[config.mk]
export PLATFORM = sky130hd
export DESIGN_NAME = scs_cordic_cell
export DESIGN_NICKNAME = d
export VERILOG_FILES = /design/src/hdl/scs_pkg.sv /design/src/hdl/scs_cordic_cell.sv
export SDC_FILE = /design/constraint.sdc
export NUM_CORES = 1
export LEC_CHECK = 0
export BUFFER_PORTS_ARGS = -buffer_cell sky130_fd_sc_hd__buf_2
export CAP_MARGIN = 25
export CORE_MARGIN = 5
export CORE_UTILIZATION = 53
export DETAILED_ROUTE_END_ITERATION = 16
export PLACE_DENSITY = 0.78
export SETUP_SLACK_MARGIN = 0.15
export SLEW_MARGIN = 20
export SYNTH_ARGS = -nofsm -noshare
export SYNTH_HDL_FRONTEND = slang
export SYNTH_SLANG_ARGS = --single-unit
export TNS_END_PERCENT = 30
[constraint.sdc]
create_clock -name clk -period 13.14 [get_ports clk]
set_input_delay 0.657 -clock clk [delete_from_list [all_inputs] [get_ports clk]]
set_output_delay 0.657 -clock clk [all_outputs]
set_load 0.02 [all_outputs]
[src/hdl/scs_pkg.sv]
// ----------------------------------------------------------------------------
// Scaled cosine sample generator: shared definitions
// Widths, CORDIC constants, register indexes and the word that moves from
// one CORDIC cell to the next.
// ----------------------------------------------------------------------------
package scs_pkg;

  // Phase resolution and CORDIC depth.
  localparam int PHASE_BITS        = 16;
  localparam int CORDIC_ITERATIONS = 16;
  localparam int ATAN_ENTRIES      = 24;
  localparam int CELL_COUNT        = (CORDIC_ITERATIONS < ATAN_ENTRIES) ?
                                     CORDIC_ITERATIONS : ATAN_ENTRIES;
  localparam int STEP_W            = $clog2(ATAN_ENTRIES);

  // Field widths.
  localparam int TIME_W   = 32;
  localparam int FREQ_W   = 32;
  localparam int AMP_W    = 16;
  localparam int OFFSET_W = 16;
  localparam int SAMPLE_W = 24;
  localparam int CFG_W    = 32;
  localparam int CFG_IDX_W = 2;

  // Datapath widths: Q2.30 for x and y, 32-bit binary angle for z.
  localparam int CORDIC_W = 32;
  localparam int COS_W    = 16;

  // Converged CORDIC gain 0.60725293500888 in Q2.30.
  localparam logic signed [CORDIC_W-1:0] GAIN_Q30 = 32'sd652032874;

  // Register reset values.
  localparam logic [AMP_W-1:0]    AMP_RESET    = 16'd256;
  localparam logic [FREQ_W-1:0]   FREQ_RESET   = 32'd131072;
  localparam logic [OFFSET_W-1:0] OFFSET_RESET = 16'd0;

  // Configuration register indexes.
  typedef enum logic [CFG_IDX_W-1:0] {
    CFG_AMPLITUDE    = 2'd0,
    CFG_FREQUENCY    = 2'd1,
    CFG_PHASE_OFFSET = 2'd2
  } cfg_idx_t;

  // Quadrant of the phase and the sign/axis it maps to.
  typedef enum logic [1:0] {
    QUAD_COS     = 2'd0,
    QUAD_NEG_SIN = 2'd1,
    QUAD_NEG_COS = 2'd2,
    QUAD_SIN     = 2'd3
  } quad_t;

  // Word handed from one CORDIC cell to the next.
  typedef struct packed {
    logic                       last;
    quad_t                      quad;
    logic signed [CORDIC_W-1:0] x;
    logic signed [CORDIC_W-1:0] y;
    logic signed [CORDIC_W-1:0] z;
  } cordic_word_t;

  // atan(2^-i) in binary angle units (2^32 is one turn).
  function automatic logic signed [CORDIC_W-1:0] atan_turn(input logic [STEP_W-1:0] idx);
    logic signed [CORDIC_W-1:0] a;
    case (idx)
      5'd0:    a = 32'sh20000000;
      5'd1:    a = 32'sh12E4051E;
      5'd2:    a = 32'sh09FB385B;
      5'd3:    a = 32'sh051111D4;
      5'd4:    a = 32'sh028B0D43;
      5'd5:    a = 32'sh0145D7E1;
      5'd6:    a = 32'sh00A2F61E;
      5'd7:    a = 32'sh00517C55;
      5'd8:    a = 32'sh0028BE53;
      5'd9:    a = 32'sh00145F2F;
      5'd10:   a = 32'sh000A2F98;
      5'd11:   a = 32'sh000517CC;
      5'd12:   a = 32'sh00028BE6;
      5'd13:   a = 32'sh000145F3;
      5'd14:   a = 32'sh0000A2F9;
      5'd15:   a = 32'sh0000517D;
      5'd16:   a = 32'sh000028BE;
      5'd17:   a = 32'sh0000145F;
      5'd18:   a = 32'sh00000A30;
      5'd19:   a = 32'sh00000518;
      5'd20:   a = 32'sh0000028C;
      5'd21:   a = 32'sh00000146;
      5'd22:   a = 32'sh000000A3;
      5'd23:   a = 32'sh00000051;
      default: a = '0;
    endcase
    return a;
  endfunction

endpackage

[src/hdl/scs_cordic_cell.sv]
// ----------------------------------------------------------------------------
// CORDIC cell
// One rotation-mode micro-rotation with a registered result. The step index
// sets the shift and selects the arctangent constant.
// ----------------------------------------------------------------------------
module scs_cordic_cell (
  input  logic                            clk,
  input  logic                            rst_n,
  input  logic [scs_pkg::STEP_W-1:0]      step_idx,
  input  logic                            in_valid,
  input  scs_pkg::cordic_word_t           in_word,
  output logic                            out_valid,
  output scs_pkg::cordic_word_t           out_word
);

  logic signed [scs_pkg::CORDIC_W-1:0] dx;
  logic signed [scs_pkg::CORDIC_W-1:0] dy;
  logic signed [scs_pkg::CORDIC_W-1:0] angle;
  logic                                valid_r;
  scs_pkg::cordic_word_t               word_r;
  scs_pkg::cordic_word_t               word_nxt;

  // Arithmetic shifts give the floor of the scaled coordinates.
  always_comb begin
    dx    = in_word.y >>> step_idx;
    dy    = in_word.x >>> step_idx;
    angle = scs_pkg::atan_turn(step_idx);

    word_nxt      = in_word;
    if (!in_word.z[scs_pkg::CORDIC_W-1]) begin
      word_nxt.x = in_word.x - dx;
      word_nxt.y = in_word.y + dy;
      word_nxt.z = in_word.z - angle;
    end else begin
      word_nxt.x = in_word.x + dx;
      word_nxt.y = in_word.y - dy;
      word_nxt.z = in_word.z + angle;
    end
  end

  always_ff @(posedge clk) begin
    if (!rst_n) begin
      valid_r <= 1'b0;
    end else begin
      valid_r <= in_valid;
    end
  end

  always_ff @(posedge clk) begin
    word_r <= word_nxt;
  end

  assign out_valid = valid_r;
  assign out_word  = word_r;

endmodule

==> flow_metrics.py <==
metrics = {
    "run_status": {
        "outcome": "complete, no violations",
    },
    "worst_setup_path": {
        "crit_family": "compound AO/OA/AOI/OAI gates",
        "crit_type": "input port to register",
        "cp-end-kind": "register",
        "crit_chain": "buf_4, buf_4, mux4_2, mux2i_1, nor2_1, a311oi_2, ha_1, inv_1, nor3b_2, nor4b_4, and3b_1, nor2_1, xor2_1, ha_1, a21oi_1, o21a_1, nand2_1, o31ai_1, o31ai_1, a41oi_1, a21oi_1, a31oi_1, xnor2_1",
        "critical_path_required_ns": 13.44,
        "worstPathMaxFanout": 63,
        "slowest_stage": "buf_4",
        "cp_num_buf_inv": 3,
        "slowest_delay_ns": 0.87,
        "start_kind": "input port",
        "crit_arrival_ns": 7.64,
    },
    "logic_synthesis": {
        "synth_fp_nets": 1888,
        "synth_edf_count": 0,
        "yosys_most_used_dff": "dfxtp_1",
        "synth.avg_cell_area_um2": 8.34,
        "netlist_area_um2": 13800,
        "synth_top_area_share_pct": 14.5,
        "yosysSeqAreaShare_pct": 14.5,
        "ys_top_cells_by_area": "dfxtp_1, mux4_2, ha_1",
        "yosysMostFrequentCell": "a21oi_1",
        "ys_seq_elements": 100,
        "ys_top_cells_by_count": "a21oi_1, nor2_1, nand2_1",
        "yosys_warnings": 0,
        "yosys.area.top_type": "dfxtp_1",
        "synth_cells": 1661,
        "async_flop_share_pct": 0,
        "synthDistinctLibCells": 96,
    },
    "global_routing": {
        "grt_pass1_wl_mm": 76.2,
        "antenna_found_initial": 0,
        "first_global_vias": 13300,
        "grt_max_degree": 68,
        "grt.total_usage_pct": 33.0,
        "gr-total-overflow": 0,
    },
    "die": {
        "die_width_um": 172,
        "io_pins": 207,
        "die_area_um2": 29500,
        "die_h_um": 172,
        "core_area_um2": 25900,
        "rows": 59,
        "start_util_pct": 53.4,
    },
    "clock_network": {
        "cts_tree": "built",
        "cts.repair.resized": 0,
        "cts.root.buffer_cell": "clkbuf_16",
        "ctsHtreeMaxLevel": 3,
        "clk_pin_slew_ns": 0.07,
        "clock_sink_count": 100,
        "hold_buffers": 0,
        "postCtsSetupBuffers": 0,
        "cts_buffer_depth": 2,
        "cts_made_buffers": 9,
    },
    "min_path": {
        "hold_path.class": "input port to register",
    },
    "timing": {
        "min_period_ns": 7.34,
        "final.setup.tns_ns": 0,
        "max_freq_mhz": 136,
        "rsz0062_at_grt": "no",
        "worst_slew_pin_slew_ns": 1.09,
        "period_share_pct": 55.9,
        "setup_violations": 0,
        "slew_headroom_pct": 26.9,
        "slew_violations": 0,
        "hold_violations": 0,
    },
    "drt": {
        "wire_per_inst_um": 23.5,
        "route.detailed.drc": 0,
        "ant_nets": 0,
        "drt_wl_total_mm": 50.2,
        "drt_first_pass_iters": 6,
        "first_iter_violations": 1528,
        "vias": 14200,
        "via_per_inst": 6.65,
    },
    "pwr": {
        "p_leak_nw": 6.63,
        "vdd_drop_max_mv": 0.0771,
        "p_per_area_nw_per_um2": 125,
    },
    "finish": {
        "n_fill_cell": 2364,
        "final_core_util_pct": 58.8,
        "drive_gt1_share_pct": 20.1,
        "layoutNonFillerInstCount": 2138,
        "diodes": 0,
        "area_growth_pct": 10.1,
        "final_nets": 2026,
    },
    "place": {
        "place_inst": 2123,
        "io_buffer_count": 206,
        "gp_congestion": 1.02,
        "dp_hpwl_mm": 38.3,
    },
    "flow_run": {
        "cap_violations": 0,
    },
}
[power breakdown]
| group | internal [W] | switching [W] | leakage [nW] |
|---|---|---|---|
| clock network | 0.000153 | 0.000135 | 0.145 |
| registers | 0.000431 | 0.0000270 | 0.844 |
| logic | 0.000444 | 0.000710 | 5.64 |
| total | 0.00103 | 0.000872 | 6.63 |
[routing by layer]
metal	vias up	track usage (%)	routed length [um]
li1	6510	-	-
met1	6729	46.2	21100
met2	871	50.8	21900
met3	111	6.87	5480
met4	0	11.0	1720
met5	-	0	0
[stage by stage]
| step | total power, W | setup WS (ns) | hold slack, ns | area (um^2) |
|---|---|---|---|---|
| 5_1_grt | 0.00202 | 5.30 | 0.379 | 15200 |
| 6_report | 0.00190 | 5.80 | 0.389 | 15200 |
| 4_1_cts | 0.00189 | 5.90 | 0.383 | 15200 |
| 3_3_place_gp | 0.00158 | 5.70 | 0.759 | 14900 |
| 2_1_floorplan | 0.00128 | 7.30 | 0.685 | 13800 |
| 3_5_place_dp | 0.00160 | 5.55 | 0.761 | 14900 |
[placed cells by master, fill, tap and decap left out, types with 7 or more instances in the layout]
cell type	netlist	layout
xor2_1	50	50
mux2_2	25	25
a211oi_1	20	20
o21ai_0	71	71
and2_1	19	19
a41oi_1	7	7
and3_1	11	11
or2_2	11	11
o22ai_1	11	11
inv_1	44	44
a211o_1	7	7
mux4_2	69	69
and4_1	8	8
a21oi_1	166	166
a22o_1	7	7
nor2b_1	24	24
a21o_1	46	46
a22oi_1	14	14
dfxtp_1	100	100
a221oi_1	7	7
o211ai_1	17	17
a31oi_1	30	30
clkbuf_16	0	9
a21boi_0	7	7
buf_4	5	17
mux2i_1	65	65
nand2b_1	27	27
nand2_1	125	125
buf_2	25	204
o21a_1	22	22
o21bai_1	17	17
nor3_1	27	26
nand3_1	26	26
nor2_1	132	132
o31ai_1	9	9
ha_1	117	117
nand4_1	8	8
xnor2_1	110	110
[layout make-up]
type | instances | area (um^2) | area share (%)
clock buffers | 10 | 239 | 1.57
clock inverters | 5 | 60.1 | 0.394
inverters | 45 | 169 | 1.11
multi-input cells | 1422 | 11200 | 73.5
flip-flops and latches | 100 | 2000 | 13.1
well taps | 335 | 419 | 2.75
repair buffers | 221 | 1150 | 7.53
[flip-flops by register name, summed over array words and instances (netlist names)]
register	cells
out_word	99
out_valid	1
[path summary, 6_finish.rpt]
check / from / end / slack, ns / cells past startpoint
max: step_idx[0] / out_word[95]$_DFF_P_ / 5.80 / 23
min: in_word[98] / out_word[98]$_DFF_P_ / 0.39 / 1
[cell families (layout without fill, tap and decap cells)]
kind of cell / count (synthesis) / in the layout / share of synthesized area, %
compound gates: 521 / 521 / 24.6
xor+xnor: 161 / 161 / 10.3
fa+ha+maj: 120 / 120 / 11.0
buf+inv: 139 / 281 / 4.60
flops: 100 / 100 / 14.5
mux: 164 / 164 / 18.5
simple gates: 456 / 456 / 16.6
Note: power is estimated with default switching activity, not from simulation.
