===== src/hdl/scs_pkg.sv =====
// ----------------------------------------------------------------------------
// Scaled cosine sample generator: shared definitions
// Widths, CORDIC constants, register indexes and the word that moves from
// one CORDIC cell to the next.
// ----------------------------------------------------------------------------
package scs_pkg;

  // Phase resolution and CORDIC depth.
  localparam int PHASE_BITS        = 16;
  localparam int CORDIC_ITERATIONS = 16;
  localparam int ATAN_ENTRIES      = 24;
  localparam int CELL_COUNT        = (CORDIC_ITERATIONS < ATAN_ENTRIES) ?
                                     CORDIC_ITERATIONS : ATAN_ENTRIES;
  localparam int STEP_W            = $clog2(ATAN_ENTRIES);

  // Field widths.
  localparam int TIME_W   = 32;
  localparam int FREQ_W   = 32;
  localparam int AMP_W    = 16;
  localparam int OFFSET_W = 16;
  localparam int SAMPLE_W = 24;
  localparam int CFG_W    = 32;
  localparam int CFG_IDX_W = 2;

  // Datapath widths: Q2.30 for x and y, 32-bit binary angle for z.
  localparam int CORDIC_W = 32;
  localparam int COS_W    = 16;

  // Converged CORDIC gain 0.60725293500888 in Q2.30.
  localparam logic signed [CORDIC_W-1:0] GAIN_Q30 = 32'sd652032874;

  // Register reset values.
  localparam logic [AMP_W-1:0]    AMP_RESET    = 16'd256;
  localparam logic [FREQ_W-1:0]   FREQ_RESET   = 32'd131072;
  localparam logic [OFFSET_W-1:0] OFFSET_RESET = 16'd0;

  // Configuration register indexes.
  typedef enum logic [CFG_IDX_W-1:0] {
    CFG_AMPLITUDE    = 2'd0,
    CFG_FREQUENCY    = 2'd1,
    CFG_PHASE_OFFSET = 2'd2
  } cfg_idx_t;

  // Quadrant of the phase and the sign/axis it maps to.
  typedef enum logic [1:0] {
    QUAD_COS     = 2'd0,
    QUAD_NEG_SIN = 2'd1,
    QUAD_NEG_COS = 2'd2,
    QUAD_SIN     = 2'd3
  } quad_t;

  // Word handed from one CORDIC cell to the next.
  typedef struct packed {
    logic                       last;
    quad_t                      quad;
    logic signed [CORDIC_W-1:0] x;
    logic signed [CORDIC_W-1:0] y;
    logic signed [CORDIC_W-1:0] z;
  } cordic_word_t;

  // atan(2^-i) in binary angle units (2^32 is one turn).
  function automatic logic signed [CORDIC_W-1:0] atan_turn(input logic [STEP_W-1:0] idx);
    logic signed [CORDIC_W-1:0] a;
    case (idx)
      5'd0:    a = 32'sh20000000;
      5'd1:    a = 32'sh12E4051E;
      5'd2:    a = 32'sh09FB385B;
      5'd3:    a = 32'sh051111D4;
      5'd4:    a = 32'sh028B0D43;
      5'd5:    a = 32'sh0145D7E1;
      5'd6:    a = 32'sh00A2F61E;
      5'd7:    a = 32'sh00517C55;
      5'd8:    a = 32'sh0028BE53;
      5'd9:    a = 32'sh00145F2F;
      5'd10:   a = 32'sh000A2F98;
      5'd11:   a = 32'sh000517CC;
      5'd12:   a = 32'sh00028BE6;
      5'd13:   a = 32'sh000145F3;
      5'd14:   a = 32'sh0000A2F9;
      5'd15:   a = 32'sh0000517D;
      5'd16:   a = 32'sh000028BE;
      5'd17:   a = 32'sh0000145F;
      5'd18:   a = 32'sh00000A30;
      5'd19:   a = 32'sh00000518;
      5'd20:   a = 32'sh0000028C;
      5'd21:   a = 32'sh00000146;
      5'd22:   a = 32'sh000000A3;
      5'd23:   a = 32'sh00000051;
      default: a = '0;
    endcase
    return a;
  endfunction

endpackage


===== src/hdl/scs_scale.sv =====
// ----------------------------------------------------------------------------
// Output scaler
// Maps the CORDIC vector to the cosine of the full phase, rounds it to
// Q1.15 with saturation and multiplies by the Q8.8 amplitude.
// ----------------------------------------------------------------------------
module scs_scale (
  input  logic                                  clk,
  input  logic                                  rst_n,
  input  logic                                  in_valid,
  input  scs_pkg::cordic_word_t                 in_word,
  input  logic signed [scs_pkg::AMP_W-1:0]      amplitude,
  output logic                                  out_valid,
  output logic signed [scs_pkg::SAMPLE_W-1:0]   out_sample,
  output logic                                  out_last
);

  localparam int VW = scs_pkg::CORDIC_W + 1;
  localparam int RW = VW - 15;
  localparam int PW = scs_pkg::AMP_W + scs_pkg::COS_W;

  localparam logic signed [RW-1:0] COS_MAX = RW'(32767);
  localparam logic signed [RW-1:0] COS_MIN = -RW'(32768);

  logic signed [VW-1:0]                 sel;
  logic signed [VW-1:0]                 biased;
  logic signed [RW-1:0]                 rounded;
  logic signed [scs_pkg::COS_W-1:0]     cos_nxt;
  logic signed [scs_pkg::COS_W-1:0]     cos_r;
  logic                                 cos_valid_r;
  logic                                 cos_last_r;
  logic signed [PW-1:0]                 prod;
  logic signed [scs_pkg::SAMPLE_W-1:0]  sample_r;
  logic                                 sample_valid_r;
  logic                                 sample_last_r;

  // Quadrant fold, then round half up from Q2.30 to Q1.15 and saturate.
  always_comb begin
    unique case (in_word.quad)
      scs_pkg::QUAD_COS:     sel = VW'(in_word.x);
      scs_pkg::QUAD_NEG_SIN: sel = -VW'(in_word.y);
      scs_pkg::QUAD_NEG_COS: sel = -VW'(in_word.x);
      scs_pkg::QUAD_SIN:     sel = VW'(in_word.y);
      default:               sel = '0;
    endcase
    biased  = sel + VW'(16384);
    rounded = RW'(biased >>> 15);
    if (rounded > COS_MAX) begin
      cos_nxt = scs_pkg::COS_W'(COS_MAX);
    end else if (rounded < COS_MIN) begin
      cos_nxt = scs_pkg::COS_W'(COS_MIN);
    end else begin
      cos_nxt = scs_pkg::COS_W'(rounded);
    end
  end

  always_ff @(posedge clk) begin
    if (!rst_n) begin
      cos_valid_r    <= 1'b0;
      sample_valid_r <= 1'b0;
    end else begin
      cos_valid_r    <= in_valid;
      sample_valid_r <= cos_valid_r;
    end
  end

  // Amplitude product; dropping eight bits is the floor to Q9.15.
  assign prod = amplitude * cos_r;

  always_ff @(posedge clk) begin
    cos_r         <= cos_nxt;
    cos_last_r    <= in_word.last;
    sample_r      <= prod[PW-1 -: scs_pkg::SAMPLE_W];
    sample_last_r <= cos_last_r;
  end

  assign out_valid  = sample_valid_r;
  assign out_sample = sample_r;
  assign out_last   = sample_last_r;

endmodule

===== config.mk =====
export PLATFORM = sky130hd
export DESIGN_NAME = scs_scale
export DESIGN_NICKNAME = d
export VERILOG_FILES = /design/src/hdl/scs_pkg.sv /design/src/hdl/scs_scale.sv
export SDC_FILE = /design/constraint.sdc
export NUM_CORES = 1
export LEC_CHECK = 0
export BUFFER_PORTS_ARGS = -buffer_cell sky130_fd_sc_hd__buf_2
export CORE_MARGIN = 2
export CORE_UTILIZATION = 50
export DETAILED_ROUTE_END_ITERATION = 8
export PLACE_DENSITY = 0.7
export RECOVER_POWER = 25
export SYNTH_ARGS = -nofsm -noshare
export SYNTH_HDL_FRONTEND = slang
export SYNTH_SLANG_ARGS = --single-unit

===== constraint.sdc =====
create_clock -name clk -period 6.88 [get_ports clk]
set_input_delay 0.344 -clock clk [delete_from_list [all_inputs] [get_ports clk]]
set_output_delay 0.344 -clock clk [all_outputs]
set_load 0.02 [all_outputs]

==> results.cfg <==
[yosys]
synthFlopType = dfxtp_1
avgSynthCellArea_um2 = 8.940
syn_area_um2 = 12400
yosys.area_share.xor_xnor_pct = 3.179
synth_compound_area_share_pct = 7.800
synthCells = 1387
synth_mux_area_share_pct = 1.604
synth_top_family_by_area = adder cells
async_reset_ff_share_pct = 0
synthAdderAreaFrac_pct = 50.21
yosysUniqueCellTypes = 75
mappedNetlistNets = 1846
synth_edf_count = 0
yosys_warnings = 0
ys_seq_elements = 44
synth.yosys.seq_area_share_pct = 7.104
yosys.area_share.simple_pct = 18.18

[setup_path]
cp_data_arrival_time_ns = 6.67
crit_slowest_cell = dfxtp_1
ff2ff_path_depth = 20
path_max_fanout = 16
critPathCaptureType = register
path_cells = nand2_1 -> fa_1 -> fa_1 -> fa_1 -> inv_1 -> fa_1 -> fa_1 -> inv_1 -> fa_1 -> inv_1 -> ha_1 -> a211o_1 -> o311ai_0 -> o21ai_0 -> buf_4 -> o211ai_1 -> nand3_1 -> a31o_2 -> a21oi_1 -> xnor2_1
crit_required_ns = 7.12
worst-setup-path-type = register to register
critPathLaunch = cos_r[1]
reg2reg_from = cos_r[1]
r2r_end = out_sample[20]
path_common_cell = fa_1
reg2reg_setup_slack_ns = 0.44
max_stage_delay_ns = 0.70
critPathLaunchType = register

[global_route]
track_usage_pct = 22.66
grt_pass1_vias = 10158
grt_pass1_wl_mm = 47.71
grt_max_degree = 44
antenna_found_initial = 1
gr-total-overflow = 0

[cells_and_area]
layout.area.seq_um2 = 883.3
fillers = 2214
synthToLayoutAreaGrowth_pct = 8.850
fin_nets = 1940
multi_input_area_um2 = 10050
drive_gt1_share_pct = 11.74
diodes = 0

[min_path]
whs_path_depth = 1
hp-class = primary input to register
min_to = cos_last_r
hold_start = in_word[98]

[clocking]
clk_path_buf_depth = 2
cts.sinks = 44
h-tree-depth = 2
cts_inserted_buffers = 5
insertion_delay_ns = 0.31
clk_pin_slew_worst_paths_ns = 0.07
cts-root-buf = clkbuf_16
cts_tree = built

[place]
portBuffers = 111
dp.final_hpwl_mm = 23.35
gp_congestion = 0.8961

[run]
maxCapViolCount = 0

[sta]
max_freq_mhz = 155.4
rsz0062_at_grt = false
slew_violations = 0
max_slew_margin_pct = 14.64
final.setup.tns_ns = 0
post-route-min-period_ns = 6.436
hold_viol_final = 0
period_share_pct = 93.55
worst_pin_slew_ns = 1.280
fin_skew_ns = 0.007247
setup_violations = 0

[routing]
first_iter_violations = 477
remaining_drc_errors = 0
drt_wl_total_mm = 27.30
ant_nets = 0
vias_per_cell = 5.226
dr.pass1.iters = 4
vias = 9439
wl_per_cell_um = 15.12

[die]
core_area_um2 = 24320
pin_count = 144
die_w_um = 161.5
start_util_pct = 50.99
die_area_um2 = 26070
fp.dieH_um = 161.5
rows = 57

[outcome]
status = finished, final reports clean
[registers in the layout, indices dropped and copies added (netlist names)]
register / flops
cos_r: 16
cos_valid_r: 1
out_last: 1
cos_last_r: 1
out_valid: 1
out_sample: 24
[cells by family (layout without fill, tap and decap cells)]
kind of cell	Yosys count	count (layout)
flops	44	44
simple gates	432	432
compound gates	125	125
fa+ha+maj	341	341
xor+xnor	45	45
buf+inv	389	484
mux	11	11
[critical path: cells and delay by family (launching register included)]
| kind | cells | cell delay (ns) |
|---|---|---|
| simple gates | 2 | 0.34 |
| fa+ha+maj | 7 | 3.35 |
| compound gates | 6 | 1.52 |
| xor+xnor | 1 | 0.13 |
| buf+inv | 4 | 0.33 |
| flops | 1 | 0.70 |
[layout by cell type, fill, tap and decap left out, types with 5 or more instances in the layout]
cell / Yosys / layout
or3_1: 8 / 8
buf_4: 1 / 27
nand3_1: 9 / 9
clkbuf_1: 43 / 13
inv_1: 338 / 338
mux4_2: 7 / 7
nor2_1: 56 / 56
a31oi_1: 9 / 9
nor4_1: 12 / 12
o22ai_1: 8 / 8
nor3_1: 25 / 24
xor2_1: 13 / 13
nand2b_1: 8 / 8
dfxtp_1: 44 / 42
nand2_1: 137 / 137
buf_2: 5 / 98
xnor2_1: 32 / 32
o22ai_2: 10 / 10
o21ai_0: 23 / 23
o41ai_1: 6 / 6
fa_1: 261 / 261
and3_1: 6 / 6
clkbuf_16: 0 / 5
a21oi_1: 13 / 13
and2_1: 131 / 130
ha_1: 80 / 80
nand4_1: 9 / 9
[worst max path at each step]
| stage | slack (ns) | cells after the start | to |
|---|---|---|---|
| 2_1_floorplan | 0.96 | 20 | out_sample[20] |
| 3_3_place_gp | 0.38 | 21 | out_sample[22] |
| 3_5_place_dp | 0.37 | 24 | out_sample[7] |
| 4_1_cts | 0.34 | 21 | out_sample[22] |
| 5_1_grt | 0.01 | 21 | out_sample[22] |
| 6_report | 0.44 | 20 | out_sample[20] |
[layer usage]
metal | vias up | wire, um | part of all wire [%] | track usage [%]
met5 | - | 0 | 0 | 0
met4 | 0 | 646 | 2.4 | 6.128
met3 | 39 | 1560 | 5.7 | 2.722
met2 | 295 | 13270 | 49 | 39.06
met1 | 4678 | 11820 | 43 | 30.39
li1 | 4427 | - | - | -
[per-stage QoR]
| step | area, um^2 | cells | hold WS (ns) | utilization [%] | setup WS (ns) |
|---|---|---|---|---|---|
| global placement | 13350 | 1798 | 0.3126 | 54.91 | 0.3825 |
| finish | 13500 | 1806 | 0.1414 | 55.50 | 0.4438 |
| CTS | 13510 | 1806 | 0.1290 | 55.53 | 0.3435 |
| global route | 13500 | 1806 | 0.1317 | 55.50 | 0.01473 |
| floorplan | 12400 | 1387 | 0.3096 | - | 0.9639 |
| detailed placement | 13350 | 1798 | 0.3121 | 54.91 | 0.3668 |
[repair_timing]
action                     CTS  global route
resized for setup            0             3
setup endpoints to repair    0             2
hold buffers                 0             0
buffers inserted             0             0
[synthesized netlist by cell type, types with 5 or more instances]
library cell	n	area, um^2
nand3_1	9	45.04
fa_1	261	5225
inv_1	338	1269
mux4_2	7	157.7
nor4_1	12	75.07
clkbuf_1	43	161.4
nor3_1	25	125.1
xnor2_1	32	280.3
ha_1	80	1001
and3_1	6	37.54
and2_1	131	819.5
o22ai_2	10	125.1
buf_2	5	25.02
or3_1	8	50.05
nor2_1	56	210.2
xor2_1	13	113.9
nand4_1	9	56.30
a21oi_1	13	65.06
nand2b_1	8	50.05
nand2_1	137	514.2
o21ai_0	23	115.1
a31oi_1	9	56.30
o41ai_1	6	52.55
o22ai_1	8	50.05
dfxtp_1	44	880.8
[layout make-up]
class / count / share of cell area [%]
multi-input cells: 954 / 74.43
inverters: 338 / 9.400
flip-flops and latches: 44 / 6.545
repair buffers: 138 / 5.497
well taps: 324 / 3.004
clock buffers: 5 / 0.9270
clock inverters: 3 / 0.1947
Power is left out: the tool's default activity adds up to more than one toggle a clock period on the data nets, which glitch-free logic cannot reach.
